===== config.mk =====
export PLATFORM = sky130hd
export DESIGN_NAME = segmented_lru_cache_top
export DESIGN_NICKNAME = d
export VERILOG_FILES = /design/src/rtl/core/slru_pkg.sv /design/src/rtl/core/slru_cell.sv /design/src/rtl/core/slru_chain.sv /design/src/rtl/core/segmented_lru_cache_top.sv
export SDC_FILE = /design/constraint.sdc
export NUM_CORES = 2
export LEC_CHECK = 0
export ABC_CLOCK_PERIOD_IN_PS = 11800
export BUFFER_PORTS_ARGS = -buffer_cell sky130_fd_sc_hd__buf_2
export CAP_MARGIN = 0
export CORE_MARGIN = 4
export CORE_UTILIZATION = 50
export DETAILED_ROUTE_END_ITERATION = 12
export PLACE_DENSITY = 0.77
export SLEW_MARGIN = 0
export SYNTH_ARGS = -nofsm -noshare
export SYNTH_HDL_FRONTEND = slang
export SYNTH_SLANG_ARGS = --single-unit

===== constraint.sdc =====
create_clock -name clk -period 11.8 [get_ports clk]
set_clock_uncertainty 0.2 [all_clocks]
set_input_delay 1.77 -clock clk [delete_from_list [all_inputs] [get_ports clk]]
set_output_delay 1.77 -clock clk [all_outputs]
set_load 0.1 [all_outputs]

===== src/rtl/core/slru_pkg.sv =====
// Types and constants shared by the segmented LRU cache.
// No dependencies.
package slru_pkg;

    localparam logic [1:0] REQ_GET    = 2'd0;
    localparam logic [1:0] REQ_PUT    = 2'd1;
    localparam logic [1:0] REQ_PROBE  = 2'd2;
    localparam logic [1:0] REQ_UNUSED = 2'd3;

    localparam logic CFG_TOTAL     = 1'b0;
    localparam logic CFG_PROTECTED = 1'b1;

    typedef struct packed {
        logic [1:0]  req_type;
        logic [31:0] key;
        logic [31:0] value;
    } req_word_t;

    typedef struct packed {
        logic        hit;
        logic        was_protected;
        logic [31:0] read_value;
        logic        miss_error;
        logic        evicted_valid;
        logic [31:0] evicted_key;
        logic [3:0]  occupancy;
    } rsp_word_t;

    // Front words fed into the head cell of each chain.
    typedef struct packed {
        logic [31:0] p_key;
        logic [31:0] p_value;
        logic [31:0] m_key;
        logic [31:0] m_value;
    } slru_cmd_t;

endpackage


===== src/rtl/core/slru_cell.sv =====
// One storage cell of a recency chain: key, value, and a match flag.
// Depends on slru_pkg.
module slru_cell (
    input  logic        clk,
    input  logic        shift,
    input  logic        pull,
    input  logic [31:0] in_key,
    input  logic [31:0] in_value,
    input  logic [31:0] back_key,
    input  logic [31:0] back_value,
    input  logic [31:0] look_key,
    output logic [31:0] key,
    output logic [31:0] value,
    output logic        match
);
    import slru_pkg::*;

    logic [31:0] key_reg;
    logic [31:0] value_reg;

    // shift takes the front neighbour's word, pull the back neighbour's
    always_ff @(posedge clk)
    begin
        if (shift)
        begin
            key_reg   <= in_key;
            value_reg <= in_value;
        end
        else if (pull)
        begin
            key_reg   <= back_key;
            value_reg <= back_value;
        end
    end

    assign key   = key_reg;
    assign value = value_reg;
    assign match = (key_reg == look_key);
endmodule


===== src/rtl/core/slru_chain.sv =====
// A recency chain of cells; front is cell 0. Each cell takes from its
// front neighbour on shift, from its back neighbour on pull. Depends on slru_pkg, slru_cell.
module slru_chain #(
    parameter int DEPTH = 8
) (
    input  logic                     clk,
    input  logic [DEPTH-1:0]         shift,
    input  logic [DEPTH-1:0]         pull,
    input  logic [31:0]              front_key,
    input  logic [31:0]              front_value,
    input  logic [31:0]              look_key,
    output logic [DEPTH-1:0][31:0]   keys,
    output logic [DEPTH-1:0][31:0]   values,
    output logic [DEPTH-1:0]         match
);
    import slru_pkg::*;

    genvar g;
    generate
        for (g = 0; g < DEPTH; g++)
        begin : g_cell
            logic [31:0] ik;
            logic [31:0] iv;
            logic [31:0] bk;
            logic [31:0] bv;
            if (g == 0)
            begin : g_front
                assign ik = front_key;
                assign iv = front_value;
            end
            else
            begin : g_rest
                assign ik = keys[g-1];
                assign iv = values[g-1];
            end
            // the tail cell has nothing behind it: hold its own word
            if (g == DEPTH - 1)
            begin : g_last
                assign bk = keys[g];
                assign bv = values[g];
            end
            else
            begin : g_inner
                assign bk = keys[g+1];
                assign bv = values[g+1];
            end
            slru_cell u_cell (
                .clk       (clk),
                .shift     (shift[g]),
                .pull      (pull[g]),
                .in_key    (ik),
                .in_value  (iv),
                .back_key  (bk),
                .back_value(bv),
                .look_key  (look_key),
                .key       (keys[g]),
                .value     (values[g]),
                .match     (match[g])
            );
        end
    endgenerate
endmodule


===== src/rtl/core/segmented_lru_cache_top.sv =====
// Segmented LRU cache: handles one request at a time; in_stall is high until its result is taken.
// The accepting edge registers the cells' parallel key compare; the next edge
// updates the chains as the request needs and registers the result word, valid from then on.
// The result word is held while out_stall is high. Reset (async, rst_n low) empties
// both segments and sets total 8, protected 4; stored words are not cleared.
module segmented_lru_cache_top #(
    parameter int CAPACITY = 8
) (
    input  logic                  clk,
    input  logic                  rst_n,
    input  logic                  in_valid,
    output logic                  in_stall,
    input  slru_pkg::req_word_t   in_data,
    output logic                  out_valid,
    input  logic                  out_stall,
    output slru_pkg::rsp_word_t   out_data,
    input  logic                  cfg_valid,
    output logic                  cfg_ready,
    input  logic                  cfg_index,
    input  logic [3:0]            cfg_data
);
    import slru_pkg::*;

    localparam int PD = CAPACITY - 1;
    localparam int CW = $clog2(CAPACITY + 1);
    localparam int PW = $clog2(PD + 1);
    localparam int MW = $clog2(CAPACITY);

    localparam logic [1:0] ST_IDLE = 2'd0;
    localparam logic [1:0] ST_LOOK = 2'd1;
    localparam logic [1:0] ST_OUT  = 2'd2;

    logic [1:0]     state_reg;
    logic [3:0]     tcap_reg;
    logic [2:0]     pcap_reg;
    req_word_t      req_reg;
    rsp_word_t      rsp_reg;
    logic [PW-1:0]  pcnt_reg;
    logic [CW-1:0]  mcnt_reg;
    logic [PD-1:0]  pm_reg;
    logic [CAPACITY-1:0] mm_reg;

    logic [PD-1:0][31:0]       pkeys, pvals;
    logic [CAPACITY-1:0][31:0] mkeys, mvals;
    logic [PD-1:0]             pmatch;
    logic [CAPACITY-1:0]       mmatch;
    logic [PD-1:0]             pshift;
    logic [PD-1:0]             ppull;
    logic [CAPACITY-1:0]       mshift;
    logic [CAPACITY-1:0]       mpull;
    slru_cmd_t                 cmd;

    assign cfg_ready = 1'b1;
    assign in_stall  = (state_reg != ST_IDLE);
    assign out_valid = (state_reg == ST_OUT);
    assign out_data  = rsp_reg;
    assign ppull     = '0;

    slru_chain #(.DEPTH(PD)) u_prot (
        .clk(clk), .shift(pshift), .pull(ppull),
        .front_key(cmd.p_key), .front_value(cmd.p_value),
        .look_key(in_data.key), .keys(pkeys), .values(pvals), .match(pmatch)
    );
    slru_chain #(.DEPTH(CAPACITY)) u_main (
        .clk(clk), .shift(mshift), .pull(mpull),
        .front_key(cmd.m_key), .front_value(cmd.m_value),
        .look_key(in_data.key), .keys(mkeys), .values(mvals), .match(mmatch)
    );

    // Decision logic: evaluated in ST_LOOK from registered match vectors.
    logic [3:0]    tcap;
    logic [2:0]    pcap;
    logic [PD-1:0] pvalid, phit;
    logic [CAPACITY-1:0] mvalid, mhit;
    logic          p_any, m_any, upd, demote;
    logic [PW-1:0] pidx, pnew, ptail;
    logic [CW-1:0] midx, mnew;
    logic [MW-1:0] mtail;
    logic [31:0]   hval, nval;
    logic [CW:0]   occ;
    rsp_word_t     rsp;

    always_comb
    begin
        tcap = tcap_reg;
        if (tcap < 4'd2) tcap = 4'd2;
        if (32'(tcap) > CAPACITY) tcap = 4'(CAPACITY);
        pcap = (pcap_reg == 3'd0) ? 3'd1 : pcap_reg;
        if (4'(pcap) > tcap - 4'd1) pcap = 3'(tcap - 4'd1);

        for (int i = 0; i < PD; i++) pvalid[i] = (PW'(i) < pcnt_reg);
        for (int i = 0; i < CAPACITY; i++) mvalid[i] = (CW'(i) < mcnt_reg);
        phit = pm_reg & pvalid;
        mhit = mm_reg & mvalid;
        p_any = |phit;
        m_any = |mhit && !p_any;
        pidx = '0;
        hval = '0;
        for (int i = PD - 1; i >= 0; i--)
            if (phit[i]) begin pidx = PW'(i); hval = pvals[i]; end
        midx = '0;
        for (int i = CAPACITY - 1; i >= 0; i--)
            if (mhit[i]) begin midx = CW'(i); if (!p_any) hval = mvals[i]; end
        upd  = (req_reg.req_type == REQ_GET) || (req_reg.req_type == REQ_PUT);
        nval = (req_reg.req_type == REQ_PUT) ? req_reg.value : hval;
        demote = m_any && upd && (32'(pcnt_reg) >= 32'(pcap)) && (pcnt_reg != '0);
        ptail = pcnt_reg - PW'(1);
        mtail = MW'(mcnt_reg - CW'(1));

        pshift = '0;
        mshift = '0;
        mpull  = '0;
        cmd = '0;
        cmd.p_key = req_reg.key;
        cmd.p_value = nval;
        cmd.m_key = req_reg.key;
        cmd.m_value = req_reg.value;
        pnew = pcnt_reg;
        mnew = mcnt_reg;
        occ = '0;
        rsp = '0;
        rsp.hit = p_any || m_any;
        rsp.was_protected = p_any;
        if ((p_any || m_any) && req_reg.req_type == REQ_GET) rsp.read_value = hval;

        if (state_reg == ST_LOOK)
        begin
            if (p_any && upd)
            begin
                for (int i = 0; i < PD; i++) pshift[i] = (PW'(i) <= pidx);
            end
            else if (m_any && upd)
            begin
                if (demote)
                begin
                    // drop the protected tail into the main front over the hit slot
                    cmd.m_key   = pkeys[ptail];
                    cmd.m_value = pvals[ptail];
                    for (int i = 0; i < CAPACITY; i++) mshift[i] = (CW'(i) <= midx);
                    for (int i = 0; i < PD; i++) pshift[i] = 1'b1;
                end
                else
                begin
                    // close the gap: cells from the hit slot back take their back neighbour
                    for (int i = 0; i < CAPACITY; i++) mpull[i] = (CW'(i) >= midx);
                    for (int i = 0; i < PD; i++) pshift[i] = 1'b1;
                    pnew = pcnt_reg + PW'(1);
                    mnew = mcnt_reg - CW'(1);
                end
            end
            else if (!p_any && !m_any)
            begin
                if (req_reg.req_type == REQ_GET) rsp.miss_error = 1'b1;
                else if (req_reg.req_type == REQ_PUT)
                begin
                    occ = {1'b0, CW'(pcnt_reg)} + {1'b0, mcnt_reg};
                    mnew = mcnt_reg + CW'(1);
                    if (32'(occ) >= 32'(tcap))
                    begin
                        if (mcnt_reg != '0)
                        begin
                            rsp.evicted_valid = 1'b1;
                            rsp.evicted_key = mkeys[mtail];
                            mnew = mcnt_reg;
                        end
                        else if (pcnt_reg != '0)
                        begin
                            rsp.evicted_valid = 1'b1;
                            rsp.evicted_key = pkeys[ptail];
                            pnew = pcnt_reg - PW'(1);
                        end
                    end
                    mshift = '1;
                end
            end
        end
        occ = {1'b0, CW'(pnew)} + {1'b0, mnew};
        rsp.occupancy = 4'(occ);
    end

    always_ff @(posedge clk or negedge rst_n)
    begin
        if (!rst_n)
        begin
            state_reg <= ST_IDLE;
            tcap_reg  <= 4'd8;
            pcap_reg  <= 3'd4;
            pcnt_reg  <= '0;
            mcnt_reg  <= '0;
        end
        else
        begin
            if (cfg_valid && cfg_ready)
            begin
                if (cfg_index == CFG_TOTAL) tcap_reg <= cfg_data;
                else                        pcap_reg <= cfg_data[2:0];
            end
            unique case (state_reg)
                ST_IDLE:
                    if (in_valid) state_reg <= ST_LOOK;
                ST_LOOK:
                begin
                    pcnt_reg  <= pnew;
                    mcnt_reg  <= mnew;
                    state_reg <= ST_OUT;
                end
                ST_OUT:
                    if (!out_stall) state_reg <= ST_IDLE;
                default:
                    state_reg <= ST_IDLE;
            endcase
        end
    end

    always_ff @(posedge clk)
    begin
        if (state_reg == ST_IDLE && in_valid)
        begin
            req_reg <= in_data;
            pm_reg  <= pmatch;
            mm_reg  <= mmatch;
        end
        if (state_reg == ST_LOOK) rsp_reg <= rsp;
    end
endmodule


# Word level (Yosys, flattened, before mapping)
# Cells that the tools add are included.
# totals
latchBits	0
mem_bits_ro	0
ff_bits	1129
mem_count	0
word_cells	276
mem_bits_rw	0
# classes
mux	120
bitwise	6
n_eq_ne	20
div	0
mul	0
n_shift	0
reduce_logical	32
n_lt_le_gt_ge	44
addsub	7
# ops
op	count
$mux W32	55
$eq A32 B32 Y1	15
$bmux W32 S3	3
$mux W64	4
$mux W4	18
$mux W33	2
$mux W3	20
$mux W8	7
$mux W7	7
$le A3 B4 Y1 const A	4
$lt A3 B4 Y1 const A	4
$reduce_bool A2 Y1	8
$ge A3 B4 Y1 const A	3
$le A3 B3 Y1 const A	3
$lt A3 B3 Y1 const A	3
$and A8 B8 Y8	1
$ge A1 B4 Y1 const A	2
$ge A2 B4 Y1 const A	2
$le A1 B4 Y1 const A	2
$le A2 B4 Y1 const A	2
$logic_and A1 B1 Y1	8
$lt A1 B4 Y1 const A	2
$lt A2 B4 Y1 const A	2
$lt A3 B4 Y1 const B	2
other kinds (34)	50

# Longest topological paths before layout
# depth
word_depth	26
ltp_mapped	22
mapped_depth_nobuf	22

# By module
# From an unflattened synthesis, not the netlist that was laid out.
# hier_totals
hier_cells	4639
hier_area_um2	64199.1
# by_module_without_submodules
mod	area_each_um2	instances	cells_each	seq_area_each_um2
slru_cell	3067.9	15	179	1921.8
segmented_lru_cache_top	18179.9	1	1954	4997.3

# Worst setup path after synthesis
# Ideal clock, no wire load.
# synth_timing
path_type	reg-to-reg
startpoint	register state_reg[1]
endpoint	register u_prot.g_cell[3].u_cell.key_reg[0] (enable)
path_slack_ns	1.607
stages_incl_launch_ff	4
arrival_time_ns	9.412
required_ns	11.019
n_path_buf	0
cell_sequence	dfrtp_1 nor2b_1 nand3_1 a211oi_1
# synth_via
elab_chain_cells	2
# synth_lines
element	line	rtl
from (decl)	segmented_lru_cache_top.sv:33	logic [1:0] state_reg;
from (signal assigned)	segmented_lru_cache_top.sv:185	state_reg <= ST_IDLE;
from (signal assigned)	segmented_lru_cache_top.sv:200	if (in_valid) state_reg <= ST_LOOK;
from (signal assigned)	segmented_lru_cache_top.sv:205	state_reg <= ST_OUT;
$eq A2 B1 Y1	segmented_lru_cache_top.sv:126	if (state_reg == ST_LOOK)
$mux W7	segmented_lru_cache_top.sv:126	
named net u_prot.g_cell[3].u_cell.shift	slru_cell.sv:5	input logic shift,
to (signal assigned)	slru_cell.sv:26	key_reg <= in_key;
to (signal assigned)	slru_cell.sv:31	key_reg <= back_key;
to (decl)	slru_cell.sv:18	logic [31:0] key_reg;
# The timed path passes the listed nets, and every way through them passes these cells.
# A chain may end at the register's enable or synchronous reset.

# Worst setup path after layout
# layout_timing
startpoint	register pcnt_reg[0]
endpoint	register u_main.g_cell[4].u_cell.value_reg[29] (enable)
# layout_via
elab_chain_cells	13
word_cells_on_any_way	29
classes_between	order compare: 8; mux: 9; bitwise: 1; reduce/logical: 11
# layout_lines
element	line	rtl
from (decl)	segmented_lru_cache_top.sv:38	logic [PW-1:0] pcnt_reg;
from (signal assigned)	segmented_lru_cache_top.sv:203	pcnt_reg <= pnew;
$lt A1 B3 Y1, or another cell as far along	segmented_lru_cache_top.sv:91	for (int i = 0; i < PD; i++) pvalid[i] = (PW'(i) < pcnt_reg);
$and A7 B7 Y7	segmented_lru_cache_top.sv:93	phit = pm_reg & pvalid;
$reduce_or A7 Y1	segmented_lru_cache_top.sv:95	p_any = |phit;
$logic_not A1 Y1	segmented_lru_cache_top.sv:96, segmented_lru_cache_top.sv:151	
$logic_and A1 B1 Y1	segmented_lru_cache_top.sv:96	m_any = |mhit && !p_any;
$logic_and A1 B1 Y1	segmented_lru_cache_top.sv:106, segmented_lru_cache_top.sv:132	
$logic_and A1 B1 Y1 (2 in a row)	segmented_lru_cache_top.sv:106	demote = m_any && upd && (32'(pcnt_reg) >= 32'(pcap)) && (pcnt_reg != '0);
$mux W8 / $mux W7 (equally long branches)	segmented_lru_cache_top.sv:134	if (demote)
$mux W8 / $mux W7 (equally long branches)	segmented_lru_cache_top.sv:132	else if (m_any && upd)
$mux W8 / $mux W7 (equally long branches)	segmented_lru_cache_top.sv:128	if (p_any && upd)
$mux W8 / $mux W7 (equally long branches)	segmented_lru_cache_top.sv:126	
$reduce_bool A2 Y1 (no line) (*)	-	
to (signal assigned)	slru_cell.sv:27	value_reg <= in_value;
to (signal assigned)	slru_cell.sv:32	value_reg <= back_value;
to (decl)	slru_cell.sv:19	logic [31:0] value_reg;
# Mark *: on every way between the ends. The rest lies on a longest branch, timed or not.

==> summary.md <==
| Metric | Value |
|---|---|
| Status | finished clean |
| Setup TNS | 0 ns |
| Ys async rst share | 0.01417 |
| Worst Hold Class | reg2reg |
| Global-route met2 utilization | 0.4290 |
| Worst rel slew slack | 0.05389 |
| Die area | 121400 um2 |
| Residual DRC count | 0 |
| Post-route ant nets | 0 |
| Vias per cell | 6.899 |
| Peak VDD IR | 0.3085 mV |
| Grt ovf | 0 |
| Synth cell types | 71 |
| Syn Inst Count | 4335 |
| Nature of the critical path endpoint | register |
| Drt pass-1 iters | 6 |
| Critical path startpoint category | register |
| Vias in the first global route | 39774 |
| Gr busiest metal | met2 |
| Clk Latency, worst-skew pair | 0.74 ns |
| Via count | 41075 |
| Ys flop type | edfxtp_1 |
| Worst-path clk slew | 0.07 ns |
| Routed WL per cell | 31.00 um |
| GRT Overall Usage | 0.2963 |
| Most frequent cells in the layout | edfxtp_1 (1113), xor2_1 (484), mux2_2 (357), nand2_1 (251), o21ai_0 (246) |
| # IOs | 151 |
| Yosys Warn Count | 0 |
| Antenna violations before repair | 8 |
| TritonCTS clock tree | built |
| Setup CP Type | reg2reg |
| Sequential fraction of the synthesis area | 0.5838 |
| Final Hold Viols | 0 |
| Global placement routability congestion | 0.9679 |
| HPWL Detailed | 117300 um |
| Multi-input logic area | 22590 um2 |
| Final min period | 7.291 ns |
| Clk sinks | 1129 |
| Pwr dens | 256.4 nW/um2 |
| Hold buffers post-CTS | 0 |
| Arrival time at the worst endpoint | 7.44 ns |
| CTS resizes | 0 |
| Slew Limit Fails | 0 |
| Layout cell share with drive strength beyond 1 | 0.2151 |
| Post-synth EDFFs | 1113 |
| Maximum net fanout on the critical path | 73 |
| Fin Hold WS | 0.2445 ns |
| Core area | 114700 um2 |
| Synth Register Bits | 1129 |
| Routed Wire Length | 184600 um |
| Die width | 348.4 um |
| H-tree depth | 3 |
| Largest net degree at the start of global routing | 74 |
| NumNets Final | 4440 |
| Clock Tree Buf Depth | 3 |
| Synth Cell Area | 57930 um2 |
| Storage element area | 33830 um2 |
| Commonest non-fill, non-tap cell in the layout | edfxtp_1 |
| FP Rows | 124 |
| Fillers | 8938 |
| Area grow syn2layout | 10.35% |
| Slew @ Worst Pin | 1.418 ns |
| Initial DRC Count | 6271 |
| Met3 usage | 0.09704 |
| CTS root buf | clkbuf_16 |
| Max cap viols | 0 |
| Syn_area_per_cell | 13.36 um2 |
| CTS buffer count | 113 |
| Worst endpoint required time | 11.95 ns |
| Setup violators final | 0 |
| I/O Buffers | 149 |
| RSZ-0062 raised after global routing | no |
| LEAKAGE | 0.02219 uW |
| Syn Nets | 4437 |
| First-pass GRT wire length | 268300 um |
| Fin crit share | 0.6179 |
| Initial core utilization | 0.5053 |
| Die Ht | 348.4 um |
| Setup bufs post-CTS | 0 |
| Highest Clock Rate | 137.2 MHz |
| Met1 Usage GRT | 0.4044 |
logic make-up (layout without fill, tap and decap cells):
logic type      Yosys count  in the layout  synth area share
compound gates          837            837           0.09304
xor+xnor                495            495           0.07507
fa+ha+maj                26             26          0.005874
buf+inv                 450            551           0.03218
flops                  1129           1129            0.5838
mux                     615            615            0.1430
other cells               1              7        0.00006473
simple gates            782            782           0.06693
synthesized netlist by cell type, drive strengths merged (37+ instances only):
cell / number / share of area
o21ai: 255 / 0.022
a211oi: 37 / 0.0050
inv: 114 / 0.0074
mux2: 421 / 0.082
nand4: 62 / 0.0067
buf: 88 / 0.0087
mux2i: 66 / 0.011
edfxtp: 1113 / 0.58
nand3: 37 / 0.0032
nand2: 256 / 0.017
mux4: 128 / 0.050
o22ai: 64 / 0.0069
nor4: 122 / 0.013
nor2: 173 / 0.011
xor2: 485 / 0.073
a21oi: 176 / 0.015
a22oi: 64 / 0.0083
clkbuf: 247 / 0.016
power breakdown:
part           switching (uW)  internal (uW)  total (uW)  leakage [uW]
registers                 525           5260        5790        0.0103
clock network            1630           2170        3810       0.00186
logic                    4730           2070        6800        0.0100
final timing paths:
kind / start / end / slack, ns / cells after the start
setup / recovery: pcnt_reg[0] / u_main.g_cell[4].u_cell.value[29] / 4.51 / 14
setup reg to reg: pcnt_reg[0] / u_main.g_cell[4].u_cell.value[29] / 4.51 / 14
hold reg to reg: cmd[126] / u_prot.g_cell[0].u_cell.key[30] / 0.24 / 0
hold / removal: cmd[126] / u_prot.g_cell[0].u_cell.key[30] / 0.24 / 0
min in group asynchronous: rst_n / pcnt_reg[0] / 0.75 / 1
max in group asynchronous: rst_n / tcap_reg[3] / 10.31 / 1
area by class of cell:
type,instances,share of cell area
Antenna cell,6,0.0002349
Sequential cell,1129,0.5292
Multi-Input combinational cell,2756,0.3534
Tap cell,1512,0.02959
Clock buffer,130,0.04623
Clock inverter,83,0.01423
Timing Repair Buffer,223,0.02035
Inverter,115,0.006752
worst max-delay path, stage by stage (launching register included):
cell	delay (ns)
dfrtp_4	0.67
buf_4	0.70
ha_1	0.29
nand2b_1	0.08
a21o_1	0.25
a211oi_4	0.24
buf_4	0.41
inv_2	0.14
buf_4	0.38
a21boi_2	0.66
o21ai_4	0.10
buf_4	0.44
a21oi_4	0.96
o21bai_4	0.58
buf_4	0.71
per-layer routing:
layer,share of wire,vias to the layer above
li1,-,16702
met1,0.37,20290
met3,0.15,636
met4,0.055,4
met2,0.43,3443
met5,0.00029,-
per-stage QoR:
stage / instance area (um2) / setup slack (ns) / util / total power [uW] / cells
final: 63930 / 4.509 / 0.5576 / 16390 / 5954
after detailed placement: 60050 / 4.670 / 0.5238 / 12370 / 5735
after floorplan: 57930 / 1.607 / - / 10080 / 4335
after global placement: 60050 / 4.711 / 0.5238 / 12250 / 5735
after global routing: 63920 / 4.269 / 0.5575 / 16880 / 5951
after CTS: 63920 / 4.614 / 0.5575 / 16160 / 5948
Note: power is estimated with default switching activity, not from simulation.
